<file path="src/hdl/bet_pkg.sv">
`timescale 1ns / 1ps
package bet_pkg;

   localparam int MAX_POINTS = 32;
   localparam int FRAC_BITS  = 16;
   localparam int DW         = FRAC_BITS + 1;
   localparam int IDX_W      = $clog2(MAX_POINTS);
   localparam int CNT_W      = $clog2(MAX_POINTS + 1);
   localparam int DIV_W      = $clog2(DW);

   localparam logic [DW-1:0] ONE = DW'(1) << FRAC_BITS;

   localparam logic [1:0] OP_EVAL   = 2'd0;
   localparam logic [1:0] OP_INSERT = 2'd1;
   localparam logic [1:0] OP_REMOVE = 2'd2;
   localparam logic [1:0] OP_NUDGE  = 2'd3;

   localparam logic [1:0] ST_DONE      = 2'd0;
   localparam logic [1:0] ST_MARGIN    = 2'd1;
   localparam logic [1:0] ST_FULL      = 2'd2;
   localparam logic [1:0] ST_NO_REMOVE = 2'd3;

   localparam logic [1:0] REG_REMOVE_TOL   = 2'd0;
   localparam logic [1:0] REG_INSERT_MARG  = 2'd1;
   localparam logic [1:0] REG_REMOVE_MARG  = 2'd2;
   localparam logic [1:0] REG_NUDGE_STEP   = 2'd3;

   localparam logic [16:0] RST_REMOVE_TOL  = 17'((64'd655 << FRAC_BITS) >> 16);
   localparam logic [15:0] RST_INSERT_MARG = 16'((64'd1311 << FRAC_BITS) >> 16);
   localparam logic [15:0] RST_REMOVE_MARG = 16'((64'd1638 << FRAC_BITS) >> 16);
   localparam logic [16:0] RST_NUDGE_STEP  = 17'((64'd6554 << FRAC_BITS) >> 16);

   typedef struct packed {
      logic [1:0]    op;
      logic [DW-1:0] position;
      logic [DW-1:0] level;
      logic          nudge_down;
   } req_type;

   typedef struct packed {
      logic [DW-1:0]    value;
      logic [CNT_W-1:0] point_count;
      logic [1:0]       status;
   } rsp_type;

endpackage

</file>
<file path="src/hdl/breakpoint_envelope_table.sv">
`timescale 1ns / 1ps
// Evaluate walks the table one entry per cycle (up to MAX_POINTS entries), then does one
//   multiply step and a serial restoring divide.
// Insert: one scan pass plus one shift pass over the table.
// Remove: one compaction pass over the table. One request at a time.
// Synchronous reset restores the two end points (0,0), (1,0), count 2 and register defaults.
module breakpoint_envelope_table (
   input  logic             clock,
   input  logic             reset,
   input  logic             req_valid,
   output logic             req_stall,
   input  bet_pkg::req_type req_data,
   output logic             rsp_valid,
   input  logic             rsp_stall,
   output bet_pkg::rsp_type rsp_data,
   input  logic             psel,
   input  logic             penable,
   input  logic             pwrite,
   input  logic [3:0]       paddr,
   input  logic [31:0]      pwdata,
   output logic [31:0]      prdata,
   output logic             pready
);

   localparam int DW    = bet_pkg::DW;
   localparam int IDX_W = bet_pkg::IDX_W;
   localparam int CNT_W = bet_pkg::CNT_W;
   localparam int DIV_W = bet_pkg::DIV_W;

   localparam logic [3:0] S_IDLE   = 4'd0;
   localparam logic [3:0] S_EVSCAN = 4'd1;
   localparam logic [3:0] S_EVMUL  = 4'd2;
   localparam logic [3:0] S_EVDIV  = 4'd3;
   localparam logic [3:0] S_EVFIN  = 4'd4;
   localparam logic [3:0] S_INSFND = 4'd5;
   localparam logic [3:0] S_INSSHF = 4'd6;
   localparam logic [3:0] S_REM    = 4'd7;
   localparam logic [3:0] S_NUD0   = 4'd8;
   localparam logic [3:0] S_NUD1   = 4'd9;
   localparam logic [3:0] S_DONE   = 4'd10;

   logic [16:0] remove_tol_ff;
   logic [15:0] insert_marg_ff;
   logic [15:0] remove_marg_ff;
   logic [16:0] nudge_step_ff;

   logic [DW-1:0] pos_ff [bet_pkg::MAX_POINTS];
   logic [DW-1:0] lvl_ff [bet_pkg::MAX_POINTS];
   logic [CNT_W-1:0] used_ff;

   logic [3:0]       state_ff;
   bet_pkg::req_type req_ff;
   logic [DW-1:0]    t_ff;
   logic [IDX_W-1:0] idx_ff;
   logic [IDX_W-1:0] k_ff;
   logic [IDX_W-1:0] w_ff;
   logic             removed_ff;
   logic [DW-1:0]    prev_p_ff, prev_l_ff, cur_p_ff, cur_l_ff;
   logic [DW-1:0]    span_ff;
   logic             neg_ff;
   logic [DW-1:0]    low_ff;
   logic [DW-1:0]    rem_ff;
   logic [DW-1:0]    quo_ff;
   logic [DIV_W-1:0] div_cnt_ff;
   logic [DW-1:0]    value_ff;
   logic [1:0]       status_ff;
   logic             rsp_valid_ff;
   bet_pkg::rsp_type rsp_ff;

   // register port
   logic csr_wr;
   assign csr_wr = psel && penable && pwrite;
   assign pready = 1'b1;

   always_comb begin
      prdata = '0;
      unique case (paddr[3:2])
         bet_pkg::REG_REMOVE_TOL:  prdata = 32'(remove_tol_ff);
         bet_pkg::REG_INSERT_MARG: prdata = 32'(insert_marg_ff);
         bet_pkg::REG_REMOVE_MARG: prdata = 32'(remove_marg_ff);
         bet_pkg::REG_NUDGE_STEP:  prdata = 32'(nudge_step_ff);
         default:                  prdata = '0;
      endcase
   end

   always_ff @(posedge clock) begin
      if (reset) begin
         remove_tol_ff  <= bet_pkg::RST_REMOVE_TOL;
         insert_marg_ff <= bet_pkg::RST_INSERT_MARG;
         remove_marg_ff <= bet_pkg::RST_REMOVE_MARG;
         nudge_step_ff  <= bet_pkg::RST_NUDGE_STEP;
      end else if (csr_wr) begin
         unique case (paddr[3:2])
            bet_pkg::REG_REMOVE_TOL:  remove_tol_ff  <= pwdata[16:0];
            bet_pkg::REG_INSERT_MARG: insert_marg_ff <= pwdata[15:0];
            bet_pkg::REG_REMOVE_MARG: remove_marg_ff <= pwdata[15:0];
            bet_pkg::REG_NUDGE_STEP:  nudge_step_ff  <= pwdata[16:0];
            default: ;
         endcase
      end
   end

   // table read port
   logic [IDX_W-1:0] rd_addr;
   logic [DW-1:0]    rd_pos, rd_lvl;
   logic [IDX_W-1:0] last_idx;
   assign last_idx = IDX_W'(used_ff - CNT_W'(1));
   assign rd_addr  = (state_ff == S_INSSHF) ? idx_ff - IDX_W'(1) : idx_ff;
   assign rd_pos   = pos_ff[rd_addr];
   assign rd_lvl   = lvl_ff[rd_addr];

   // margin tests on the incoming request
   logic [DW-1:0] ins_m, rem_m;
   logic          ins_ok, rem_ok;
   assign ins_m  = DW'(insert_marg_ff);
   assign rem_m  = DW'(remove_marg_ff);
   assign ins_ok = (req_data.position > ins_m) && (req_data.position < bet_pkg::ONE - ins_m);
   assign rem_ok = (req_data.position > rem_m) && (req_data.position < bet_pkg::ONE - rem_m);

   // evaluate helpers
   logic [DW-1:0]   dt_c, span_c, mag_c;
   logic [2*DW-1:0] prod_c;
   assign span_c = cur_p_ff - prev_p_ff;
   assign dt_c   = ((t_ff - prev_p_ff) > span_c) ? span_c : t_ff - prev_p_ff;
   assign mag_c  = (cur_l_ff < prev_l_ff) ? prev_l_ff - cur_l_ff : cur_l_ff - prev_l_ff;
   assign prod_c = mag_c * dt_c;

   logic [DW:0]   trial;
   assign trial = {rem_ff, low_ff[DW-1]};

   logic [DW:0]   fin_sum;
   logic [DW-1:0] fin_val;
   always_comb begin
      fin_sum = neg_ff ? {1'b0, prev_l_ff} - {1'b0, quo_ff} : {1'b0, prev_l_ff} + {1'b0, quo_ff};
      if (fin_sum[DW])
         fin_val = neg_ff ? '0 : bet_pkg::ONE;
      else if (fin_sum[DW-1:0] > bet_pkg::ONE)
         fin_val = bet_pkg::ONE;
      else
         fin_val = fin_sum[DW-1:0];
   end

   // remove window hit
   logic [DW:0] q_plus, p_plus;
   logic        hit;
   assign q_plus = {1'b0, rd_pos} + (DW+1)'(remove_tol_ff);
   assign p_plus = {1'b0, req_ff.position} + (DW+1)'(remove_tol_ff);
   assign hit    = (q_plus > {1'b0, req_ff.position}) && ({1'b0, rd_pos} < p_plus);

   // nudge level
   logic [DW:0]   nud_sum;
   logic [DW-1:0] nud_val;
   always_comb begin
      if (req_ff.nudge_down) begin
         nud_sum = {1'b0, rd_lvl} - (DW+1)'(nudge_step_ff);
         nud_val = nud_sum[DW] ? '0 : nud_sum[DW-1:0];
      end else begin
         nud_sum = {1'b0, rd_lvl} + (DW+1)'(nudge_step_ff);
         nud_val = (nud_sum > (DW+1)'(bet_pkg::ONE)) ? bet_pkg::ONE : nud_sum[DW-1:0];
      end
   end

   logic [DW-1:0] ins_lvl;
   assign ins_lvl = (req_ff.level > bet_pkg::ONE) ? bet_pkg::ONE : req_ff.level;

   logic [IDX_W-1:0] k_new;
   assign k_new = (rd_pos <= req_ff.position) ? idx_ff : k_ff;

   // single table write port
   logic             wr_en;
   logic [IDX_W-1:0] wr_addr;
   logic [DW-1:0]    wr_pos, wr_lvl;
   always_comb begin
      wr_en   = 1'b0;
      wr_addr = idx_ff;
      wr_pos  = rd_pos;
      wr_lvl  = rd_lvl;
      case (state_ff)
         S_INSSHF: begin
            wr_en = 1'b1;
            if ({1'b0, idx_ff} <= {1'b0, k_ff} + (IDX_W+1)'(1)) begin
               wr_pos = req_ff.position;
               wr_lvl = ins_lvl;
            end
         end
         S_REM: begin
            wr_addr = w_ff;
            wr_en   = (idx_ff == last_idx) || !hit;
         end
         S_NUD0, S_NUD1: begin
            wr_en  = 1'b1;
            wr_lvl = nud_val;
         end
         default: ;
      endcase
   end

   assign req_stall = (state_ff != S_IDLE);
   assign rsp_valid = rsp_valid_ff;
   assign rsp_data  = rsp_ff;

   always_ff @(posedge clock) begin
      if (reset) begin
         state_ff     <= S_IDLE;
         used_ff      <= CNT_W'(2);
         rsp_valid_ff <= 1'b0;
         pos_ff[0]    <= '0;
         pos_ff[1]    <= bet_pkg::ONE;
         lvl_ff[0]    <= '0;
         lvl_ff[1]    <= '0;
      end else begin
         if (wr_en) begin
            pos_ff[wr_addr] <= wr_pos;
            lvl_ff[wr_addr] <= wr_lvl;
         end
         if (rsp_valid_ff && !rsp_stall && state_ff != S_DONE)
            rsp_valid_ff <= 1'b0;

         unique case (state_ff)
            S_IDLE: begin
               if (req_valid) begin
                  req_ff    <= req_data;
                  value_ff  <= '0;
                  t_ff      <= (req_data.position > bet_pkg::ONE) ? bet_pkg::ONE
                                                                  : req_data.position;
                  case (req_data.op)
                     bet_pkg::OP_EVAL: begin
                        idx_ff    <= '0;
                        status_ff <= bet_pkg::ST_DONE;
                        state_ff  <= S_EVSCAN;
                     end
                     bet_pkg::OP_INSERT: begin
                        idx_ff <= '0;
                        k_ff   <= '0;
                        if (!ins_ok) begin
                           status_ff <= bet_pkg::ST_MARGIN;
                           state_ff  <= S_DONE;
                        end else if (used_ff == CNT_W'(bet_pkg::MAX_POINTS)) begin
                           status_ff <= bet_pkg::ST_FULL;
                           state_ff  <= S_DONE;
                        end else begin
                           status_ff <= bet_pkg::ST_DONE;
                           state_ff  <= S_INSFND;
                        end
                     end
                     bet_pkg::OP_REMOVE: begin
                        idx_ff     <= IDX_W'(1);
                        w_ff       <= IDX_W'(1);
                        removed_ff <= 1'b0;
                        if (!rem_ok) begin
                           status_ff <= bet_pkg::ST_MARGIN;
                           state_ff  <= S_DONE;
                        end else begin
                           status_ff <= bet_pkg::ST_DONE;
                           state_ff  <= S_REM;
                        end
                     end
                     default: begin
                        idx_ff    <= '0;
                        status_ff <= bet_pkg::ST_DONE;
                        state_ff  <= S_NUD0;
                     end
                  endcase
               end
            end
            S_EVSCAN: begin
               // first index at or past t, clamped to the last segment
               if (idx_ff == '0) begin
                  prev_p_ff <= rd_pos;
                  prev_l_ff <= rd_lvl;
                  idx_ff    <= IDX_W'(1);
               end else if (rd_pos >= t_ff || idx_ff == last_idx) begin
                  cur_p_ff <= rd_pos;
                  cur_l_ff <= rd_lvl;
                  state_ff <= S_EVMUL;
               end else begin
                  prev_p_ff <= rd_pos;
                  prev_l_ff <= rd_lvl;
                  idx_ff    <= idx_ff + IDX_W'(1);
               end
            end
            S_EVMUL: begin
               if (span_c == '0 || t_ff <= prev_p_ff) begin
                  value_ff <= prev_l_ff;
                  state_ff <= S_DONE;
               end else begin
                  // quotient fits DW bits, so the high half starts below span
                  rem_ff     <= prod_c[2*DW-1:DW];
                  low_ff     <= prod_c[DW-1:0];
                  span_ff    <= span_c;
                  neg_ff     <= cur_l_ff < prev_l_ff;
                  div_cnt_ff <= '0;
                  state_ff   <= S_EVDIV;
               end
            end
            S_EVDIV: begin
               if (trial >= {1'b0, span_ff}) begin
                  rem_ff <= DW'(trial - {1'b0, span_ff});
                  quo_ff <= {quo_ff[DW-2:0], 1'b1};
               end else begin
                  rem_ff <= trial[DW-1:0];
                  quo_ff <= {quo_ff[DW-2:0], 1'b0};
               end
               low_ff     <= {low_ff[DW-2:0], 1'b0};
               div_cnt_ff <= div_cnt_ff + DIV_W'(1);
               if (div_cnt_ff == DIV_W'(DW - 1))
                  state_ff <= S_EVFIN;
            end
            S_EVFIN: begin
               value_ff <= fin_val;
               state_ff <= S_DONE;
            end
            S_INSFND: begin
               k_ff <= k_new;
               if (idx_ff == last_idx) begin
                  idx_ff   <= IDX_W'(used_ff);
                  state_ff <= S_INSSHF;
               end else
                  idx_ff <= idx_ff + IDX_W'(1);
            end
            S_INSSHF: begin
               if ({1'b0, idx_ff} <= {1'b0, k_ff} + (IDX_W+1)'(1)) begin
                  used_ff  <= used_ff + CNT_W'(1);
                  state_ff <= S_DONE;
               end else
                  idx_ff <= idx_ff - IDX_W'(1);
            end
            S_REM: begin
               // compaction: read at idx, write survivors at w
               if (idx_ff == last_idx) begin
                  used_ff   <= CNT_W'(w_ff) + CNT_W'(1);
                  status_ff <= removed_ff ? bet_pkg::ST_DONE : bet_pkg::ST_NO_REMOVE;
                  state_ff  <= S_DONE;
               end else begin
                  if (hit)
                     removed_ff <= 1'b1;
                  else
                     w_ff <= w_ff + IDX_W'(1);
                  idx_ff <= idx_ff + IDX_W'(1);
               end
            end
            S_NUD0: begin
               idx_ff   <= last_idx;
               state_ff <= S_NUD1;
            end
            S_NUD1: state_ff <= S_DONE;
            S_DONE: begin
               if (!rsp_valid_ff || !rsp_stall) begin
                  rsp_valid_ff        <= 1'b1;
                  rsp_ff.value        <= value_ff;
                  rsp_ff.point_count  <= used_ff;
                  rsp_ff.status       <= status_ff;
                  state_ff            <= S_IDLE;
               end
            end
            default: state_ff <= S_IDLE;
         endcase
      end
   end

endmodule
</file>
<file path="config.mk">
export PLATFORM = sky130hd
export DESIGN_NAME = breakpoint_envelope_table
export DESIGN_NICKNAME = d
export VERILOG_FILES = /design/src/hdl/bet_pkg.sv /design/src/hdl/breakpoint_envelope_table.sv
export SDC_FILE = /design/constraint.sdc
export NUM_CORES = 2
export LEC_CHECK = 0
export BUFFER_PORTS_ARGS = -buffer_cell sky130_fd_sc_hd__buf_4
export CORE_MARGIN = 2
export CORE_UTILIZATION = 52
export CTS_BUF_LIST = sky130_fd_sc_hd__clkbuf_4 sky130_fd_sc_hd__clkbuf_8
export CTS_CLUSTER_SIZE = 28
export DETAILED_ROUTE_END_ITERATION = 8
export PLACE_DENSITY = 0.65
export SKIP_LAST_GASP = 1
export SYNTH_ARGS = -nofsm -noshare
export SYNTH_HDL_FRONTEND = slang
export SYNTH_SLANG_ARGS = --single-unit
</file>
<file path="constraint.sdc">
create_clock -name clock -period 11.4 [get_ports clock]
set_input_delay 0 -clock clock [delete_from_list [all_inputs] [get_ports clock]]
set_output_delay 0 -clock clock [all_outputs]
set_load 0.005 [all_outputs]
</file>
* Yosys cells after proc, flatten, opt, wreduce, memory -nomap -nowiden
Memories as Yosys holds them, arrays and structs flattened.
Cells that the tools add are included.
** Word-level totals
- Register bits :: 331
- Memory bits (writable) :: 1088
- Input bits :: 80
- Logic and storage cells :: 256
- Memories kept :: 2
** Memory list
- lvl_ff :: words 32, bits a word 17, rd ports 1, clocked after memory_dff 0, wr ports 2, RTL line breakpoint_envelope_table.sv:48 : logic [DW-1:0] lvl_ff [bet_pkg::MAX_POINTS];
- pos_ff :: words 32, bits a word 17, rd ports 1, clocked after memory_dff 0, wr ports 2, RTL line breakpoint_envelope_table.sv:47 : logic [DW-1:0] pos_ff [bet_pkg::MAX_POINTS];
** Cells by class
- Add/sub/neg operators :: 21
- Multipliers :: 1
- Magnitude comparators :: 17
- Equality and inequality tests :: 38
- Mux-type cells :: 94
- Bitwise gates (word level) :: 3
- Reductions and logical operators :: 50
** Operator list (number)
- 2-to-1 mux 17 bit :: 23
- case mux 32 bit (4 select lines) :: 1
- case mux 17 bit (2 select lines) :: 3
- 2-to-1 mux 5 bit :: 18
- subtractor 17 bit :: 5
- adder 17 x 17 -> 18 bit :: 4
- > comparator 17 bit (second input constant) :: 3
- < comparator 17 bit :: 3
- case mux 17 bit (3 select lines) :: 1
- 2-to-1 mux 4 bit :: 12
- case mux 4 bit (10 select lines) :: 1
- subtractor 17 x 17 -> 18 bit :: 2
- > comparator 17 x 16 -> 1 bit :: 2
- <= comparator 17 bit :: 2
- multiplier 17 x 17 -> 34 bit :: 1
- OR reduction 17 bit :: 2
- subtractor 17 x 16 -> 17 bit (first input constant) :: 2
- != test 2 bit (second input constant) :: 15
- case mux 5 bit (2 select lines) :: 3
- case mux 5 bit (6 select lines) :: 1
- >= comparator 18 x 17 -> 1 bit :: 1
- > comparator 18 x 17 -> 1 bit :: 1
- > comparator 18 x 17 -> 1 bit (second input constant) :: 1
- < comparator 17 x 18 -> 1 bit :: 1
- 47 further kinds :: 116

* Depth between registers and ports, before layout
An unclocked memory read counts as a cell.
- Depth in word-level cells :: 14
- Depth in mapped cells :: 46
- Mapped depth without buffers :: 44

* Least setup slack after synthesis
No wires, ideal clock.
- Path type :: reg-to-reg
- Start :: register cur_p_ff[0]
- End :: register rem_ff[16], data pin
- Setup time :: 256 ps
- Arrival :: 9967 ps
- Data required time :: 11144 ps
- Setup slack :: 1177 ps
- Cell stages (with the launch flop) :: 42
- Buffers on the path :: 3
- Path through :: edfxtp_1 inv_1 ha_1 inv_1 fa_1 a211oi_1 o21bai_1 o2111a_1 or4_1 o211ai_1 inv_1 ha_1 nand4_1 or4_1 nor2_1 a21oi_1 o21ai_1 clkbuf_1 [... 6 more ...] fa_1 fa_1 fa_1 fa_1 inv_1 fa_1 inv_1 ha_1 a21o_1 a21oi_1 o21a_1 o21ai_0 a221o_1 a31o_2 a21o_1 a21oi_1 o2bb2ai_1 nor3_1
** Between the ends
- Word-level cells in the longest chain between the ends :: 6
** RTL lines
- start, declared :: RTL line breakpoint_envelope_table.sv:58 : logic [DW-1:0] prev_p_ff, prev_l_ff, cur_p_ff, cur_l_ff;
- start signal, assigned :: RTL line breakpoint_envelope_table.sv:273 : cur_p_ff <= rd_pos;
- subtractor 17 bit * :: RTL line breakpoint_envelope_table.sv:123 : assign span_c = cur_p_ff - prev_p_ff;
- net span_c[12] :: RTL line breakpoint_envelope_table.sv:121 : logic [DW-1:0] dt_c, span_c, mag_c;
- > comparator 17 bit :: RTL line breakpoint_envelope_table.sv:124 : assign dt_c = ((t_ff - prev_p_ff) > span_c) ? span_c : t_ff - prev_p_ff;
- 2-to-1 mux 17 bit * :: RTL line breakpoint_envelope_table.sv:124
- multiplier 17 x 17 -> 34 bit * :: RTL line breakpoint_envelope_table.sv:126 : assign prod_c = mag_c * dt_c;
- 2-to-1 mux 17 bit * :: RTL line breakpoint_envelope_table.sv:283 : if (span_c == '0 || t_ff <= prev_p_ff) begin
- case mux 17 bit (2 select lines) * :: RTL line breakpoint_envelope_table.sv:219 : unique case (state_ff)
- end signal, assigned :: RTL line breakpoint_envelope_table.sv:288 : rem_ff <= prod_c[2*DW-1:DW];
- end signal, assigned :: RTL line breakpoint_envelope_table.sv:298 : rem_ff <= DW'(trial - {1'b0, span_ff});
- end signal, assigned :: RTL line breakpoint_envelope_table.sv:301 : rem_ff <= trial[DW-1:0];
- end, declared :: RTL line breakpoint_envelope_table.sv:62 : logic [DW-1:0] rem_ff;
The timed path passes the listed nets; every way through them passes the cells marked *. The select of a mux whose other input is x is not followed.
A chain may end at the register's enable or synchronous reset.

* Worst setup path after layout
- Start :: register cur_p_ff[0]
- End :: register rem_ff[7], data pin
The elaborated chain is that of the path after synthesis.

==> report_table.html <==
<table>
<tr><th>Metric</th><th>Value</th></tr>
<tr><th colspan="2">Worst setup path</th></tr>
<tr><td>Launching element type of the critical path</td><td>flip-flop</td></tr>
<tr><td>Data required time at the worst endpoint</td><td>12.09 ns</td></tr>
<tr><td>Count of cells along the worst register-to-register path</td><td>40</td></tr>
<tr><td>Crit Reg-Reg Endpoint</td><td>rem_ff[7]</td></tr>
<tr><td>Crit end category</td><td>flip-flop</td></tr>
<tr><td>Reg-to-reg slack, setup</td><td>0.61 ns</td></tr>
<tr><td>Arr. time, crit path</td><td>11.49 ns</td></tr>
<tr><td>Worst path max stage delay</td><td>0.58 ns</td></tr>
<tr><td>Crit Reg-Reg Startpoint</td><td>cur_p_ff[0]</td></tr>
<tr><td>Critical setup path kind</td><td>reg2reg</td></tr>
<tr><td>Largest fanout of any net on the critical path</td><td>17</td></tr>
<tr><td>Slowest stage cell on the critical path</td><td>sky130_fd_sc_hd__fa_1</td></tr>
<tr><td>Most prevalent standard cell on the critical path</td><td>sky130_fd_sc_hd__fa_1</td></tr>
<tr><th colspan="2">Synth</th></tr>
<tr><td>Cell area after synthesis</td><td>78230 um^2</td></tr>
<tr><td>Number of standard cells after synthesis</td><td>5845</td></tr>
<tr><td>Yosys top cell by area</td><td>sky130_fd_sc_hd__edfxtp_1</td></tr>
<tr><td>Number of register bits inferred by synthesis</td><td>1419</td></tr>
<tr><td>Main flop type after synthesis</td><td>sky130_fd_sc_hd__edfxtp_1</td></tr>
<tr><td>Number of enable flip-flop cells after synthesis</td><td>1342</td></tr>
<tr><td>Portion of the post-synthesis area used by sequential elements</td><td>53.49%</td></tr>
<tr><td>Cell types with the largest area share after synthesis</td><td>sky130_fd_sc_hd__edfxtp_1 (52%), sky130_fd_sc_hd__mux4_2 (8.9%), sky130_fd_sc_hd__ha_1 (7.2%)</td></tr>
<tr><td>Area share of the leading cell type in the synthesized netlist</td><td>51.51%</td></tr>
<tr><td>Synthesis warning total</td><td>0</td></tr>
<tr><td>Proportion of register bits with asynchronous set or reset after synthesis</td><td>0%</td></tr>
<tr><td>Library cells used by synthesis</td><td>94</td></tr>
<tr><td>Syn Area/Cell</td><td>13.38 um^2</td></tr>
<tr><th colspan="2">Clocking</th></tr>
<tr><td>Number of H-tree branching levels</td><td>4</td></tr>
<tr><td>Master cell of the clock root buffer</td><td>sky130_fd_sc_hd__clkbuf_8</td></tr>
<tr><td>Clock slew seen by the registers of the worst setup and hold paths</td><td>0.07 ns</td></tr>
<tr><td>Setup Buffers After CTS</td><td>0</td></tr>
<tr><td>Worst-skew pair later-pin latency</td><td>1.01 ns</td></tr>
<tr><td>Maximum clock path buffer count</td><td>3</td></tr>
<tr><td>Number of clock sinks seen by CTS</td><td>1419</td></tr>
<tr><td>CTS buffer count</td><td>224</td></tr>
<tr><td>TritonCTS clock tree</td><td>yes</td></tr>
<tr><th colspan="2">Global routing</th></tr>
<tr><td>First-pass GRT wire length</td><td>319500 um</td></tr>
<tr><td>Pin count of the biggest net entering global routing</td><td>134</td></tr>
<tr><td>Total global routing track utilization</td><td>28.25%</td></tr>
<tr><td>Grt total ovfl</td><td>0</td></tr>
<tr><td>Number of antenna violations at the first check in global routing</td><td>7</td></tr>
<tr><td>Number of global-route vias before repair</td><td>50156</td></tr>
<tr><th colspan="2">Flow run</th></tr>
<tr><td>Number of max-cap violations</td><td>0</td></tr>
<tr><th colspan="2">Routing</th></tr>
<tr><td>Residual DRC</td><td>0</td></tr>
<tr><td>Routed len/inst</td><td>25.48 um</td></tr>
<tr><td>Total detailed-routing wirelength</td><td>215300 um</td></tr>
<tr><td>Via count of the routed design</td><td>50482</td></tr>
<tr><td>1st-iter DRT viols</td><td>5302</td></tr>
<tr><td>Vias/cell</td><td>5.974</td></tr>
<tr><td>Count of nets left with antenna violations after detail routing</td><td>0</td></tr>
<tr><td>Number of detailed-routing iterations run before antenna repair</td><td>5</td></tr>
<tr><th colspan="2">Layout</th></tr>
<tr><td>Share of final-layout standard cells stronger than drive strength 1</td><td>16.67%</td></tr>
<tr><td>Filler cell count</td><td>11881</td></tr>
<tr><td>Final layout net count</td><td>6995</td></tr>
<tr><td>Synth-to-Final Area Change</td><td>12.75%</td></tr>
<tr><td>Fraction of the core area covered by cells at the end of the flow</td><td>58.96%</td></tr>
<tr><td>Multi-input gate area in the final layout</td><td>33800 um^2</td></tr>
<tr><td>Register Area</td><td>41840 um^2</td></tr>
<tr><th colspan="2">Die</th></tr>
<tr><td>Top-level I/O count</td><td>140</td></tr>
<tr><td>Die height</td><td>391.9 um</td></tr>
<tr><td>Core region area</td><td>149600 um^2</td></tr>
<tr><td>Area of the die</td><td>153600 um^2</td></tr>
<tr><td>Initial standard-cell utilization of the core</td><td>52.29%</td></tr>
<tr><td>Placement row count</td><td>142</td></tr>
<tr><td>Die Width</td><td>391.9 um</td></tr>
<tr><th colspan="2">Outcome</th></tr>
<tr><td>Outcome</td><td>finished, final reports clean</td></tr>
<tr><th colspan="2">STA</th></tr>
<tr><td># setup viols final</td><td>0</td></tr>
<tr><td>Min Tclk post-route</td><td>10.79 ns</td></tr>
<tr><td>Rel. slew slack</td><td>28.18%</td></tr>
<tr><td>Count of final max-slew check failures</td><td>0</td></tr>
<tr><td>Total count of hold-check failures in the final report</td><td>0</td></tr>
<tr><td>F_max</td><td>0.09264 GHz</td></tr>
<tr><td>Worst hold slack</td><td>0.1719 ns</td></tr>
<tr><td>Worst Max-Slew Pin Slew</td><td>1.047 ns</td></tr>
<tr><td>Period utilisation layout</td><td>94.69%</td></tr>
<tr><td>Clock skew after layout</td><td>0.09500 ns</td></tr>
<tr><th colspan="2">Placed design</th></tr>
<tr><td>HPWL reported at the end of detailed placement</td><td>144200 um</td></tr>
<tr><td>Buffers added on ports</td><td>106</td></tr>
<tr><td>Final Wtd Congestion</td><td>0.9282</td></tr>
<tr><th colspan="2">Min path</th></tr>
<tr><td>Endpoint with the worst hold slack</td><td>state_ff[3]</td></tr>
<tr><td>Hold crit path type</td><td>in2reg</td></tr>
<tr><td>Beginning of the worst hold path</td><td>req_data[35]</td></tr>
<tr><td>Number of cells on the worst hold path</td><td>5</td></tr>
</table>
[cells in the mapped netlist (21+ instances only)]
master	count
sky130_fd_sc_hd__nand2b_1	52
sky130_fd_sc_hd__a21o_1	98
sky130_fd_sc_hd__xor2_1	73
sky130_fd_sc_hd__and3_1	21
sky130_fd_sc_hd__dfxtp_1	77
sky130_fd_sc_hd__mux2i_1	94
sky130_fd_sc_hd__mux4_2	310
sky130_fd_sc_hd__nand3_1	70
sky130_fd_sc_hd__nor2b_1	72
sky130_fd_sc_hd__o21bai_1	25
sky130_fd_sc_hd__buf_1	24
sky130_fd_sc_hd__buf_4	24
sky130_fd_sc_hd__or3_1	21
sky130_fd_sc_hd__a211o_1	32
sky130_fd_sc_hd__nor4_1	27
sky130_fd_sc_hd__edfxtp_1	1342
sky130_fd_sc_hd__buf_2	48
sky130_fd_sc_hd__nor3_1	80
sky130_fd_sc_hd__inv_1	537
sky130_fd_sc_hd__o211ai_1	24
sky130_fd_sc_hd__a211oi_1	34
sky130_fd_sc_hd__o21ai_0	146
sky130_fd_sc_hd__o21a_1	47
sky130_fd_sc_hd__clkbuf_1	139
sky130_fd_sc_hd__nand4_1	43
sky130_fd_sc_hd__nand2_1	453
sky130_fd_sc_hd__a21oi_1	275
sky130_fd_sc_hd__nor2_1	380
sky130_fd_sc_hd__fa_1	234
sky130_fd_sc_hd__and2_1	68
sky130_fd_sc_hd__mux2_2	52
sky130_fd_sc_hd__xnor2_1	145
sky130_fd_sc_hd__ha_1	448
[layer usage]
layer | vias to the layer above | part of all wire [%] | global-route usage, %
li1 | 22503 | - | -
met1 | 25481 | 41 | 39.37
met2 | 2149 | 47 | 45.10
met3 | 347 | 8.5 | 5.086
met4 | 2 | 3.1 | 9.350
met5 | - | 0.0056 | 0
[stage by stage]
stage	setup slack [ns]	cell area, um^2	TNS, ns	instances
2_1_floorplan	1.177	78280	0	5859
3_3_place_gp	0.6686	82330	0	7890
3_5_place_dp	0.5660	82330	0	7890
4_1_cts	0.5057	88160	0	8446
5_1_grt	-0.01811	88200	-0.01811	8447
6_report	0.6056	88200	0	8450
[state kept, by name, summed over array words and instances, names as in the netlist, 25 cells and up]
register and cells:
rsp_data 25, req_ff 35, pos_ff 544, lvl_ff 544
[worst max-delay path, delay by kind of cell (launching register included)]
kind | cells | cell delay (ns)
adders and majority gates | 10 | 4.42
AOI/OAI and AO/OA | 14 | 2.90
and+or+nand+nor | 6 | 1.47
buffers and inverters | 8 | 0.90
DFF | 1 | 0.35
muxes | 1 | 0.25
xor gates and xnor gates | 1 | 0.14
[placed cells by master (no fill, tap or decap), types with 47 or more instances in the layout]
cell,n
sky130_fd_sc_hd__clkbuf_4,65
sky130_fd_sc_hd__ha_1,447
sky130_fd_sc_hd__a21o_1,97
sky130_fd_sc_hd__dlygate4sd3_1,133
sky130_fd_sc_hd__clkbuf_8,227
sky130_fd_sc_hd__buf_4,232
sky130_fd_sc_hd__nor2_1,346
sky130_fd_sc_hd__o21a_1,47
sky130_fd_sc_hd__nor3_1,78
sky130_fd_sc_hd__xnor2_1,140
sky130_fd_sc_hd__o21ai_0,144
sky130_fd_sc_hd__fa_1,234
sky130_fd_sc_hd__mux2i_1,94
sky130_fd_sc_hd__xor2_1,72
sky130_fd_sc_hd__inv_1,537
sky130_fd_sc_hd__nand2b_1,50
sky130_fd_sc_hd__clkinv_2,48
sky130_fd_sc_hd__edfxtp_1,1342
sky130_fd_sc_hd__dfxtp_1,77
sky130_fd_sc_hd__mux4_2,310
sky130_fd_sc_hd__mux2_2,52
sky130_fd_sc_hd__nand3_1,70
sky130_fd_sc_hd__nor2b_1,72
sky130_fd_sc_hd__clkinv_1,63
sky130_fd_sc_hd__a21oi_1,275
sky130_fd_sc_hd__nand2_1,453
sky130_fd_sc_hd__and2_1,68
[layout make-up]
cell class,count,area share [%]
flip-flops and latches,1419,47.44
diodes,4,0.01135
well taps,2016,2.860
multi-input cells,3662,38.32
inverters,539,2.294
repair buffers,387,3.983
clock inverters,131,1.003
clock buffers,292,4.095
[what timing repair did]
action	CTS	global route
hold endpoints to repair	336	0
hold buffers	133	0
endpoints found under the setup margin	0	6
resized for setup	0	8
[worst max-delay path by stage]
stage,slack [ns],cells after the start,startpoint,to
floorplan,1.18,41,cur_p_ff[0],rem_ff[16]
global route,-0.02,42,cur_p_ff[0],rem_ff[7]
global placement,0.67,40,t_ff[2],rem_ff[7]
detailed placement,0.57,42,t_ff[0],rem_ff[7]
finish,0.61,40,cur_p_ff[0],rem_ff[7]
CTS,0.51,40,t_ff[0],rem_ff[7]
[logic make-up after synthesis]
| group | after synthesis | share of synthesized area (%) |
|---|---|---|
| flops | 1419 | 53.49 |
| simple gates | 1371 | 8.202 |
| compound gates | 917 | 7.828 |
| buf+inv | 778 | 3.955 |
| fa+ha+maj | 682 | 13.15 |
| mux | 457 | 10.90 |
| xor+xnor | 219 | 2.462 |
| other cells | 2 | 0.009600 |
Power is not shown: default switching activity piles up to over one toggle a cycle in this logic, so the estimate is an artifact.
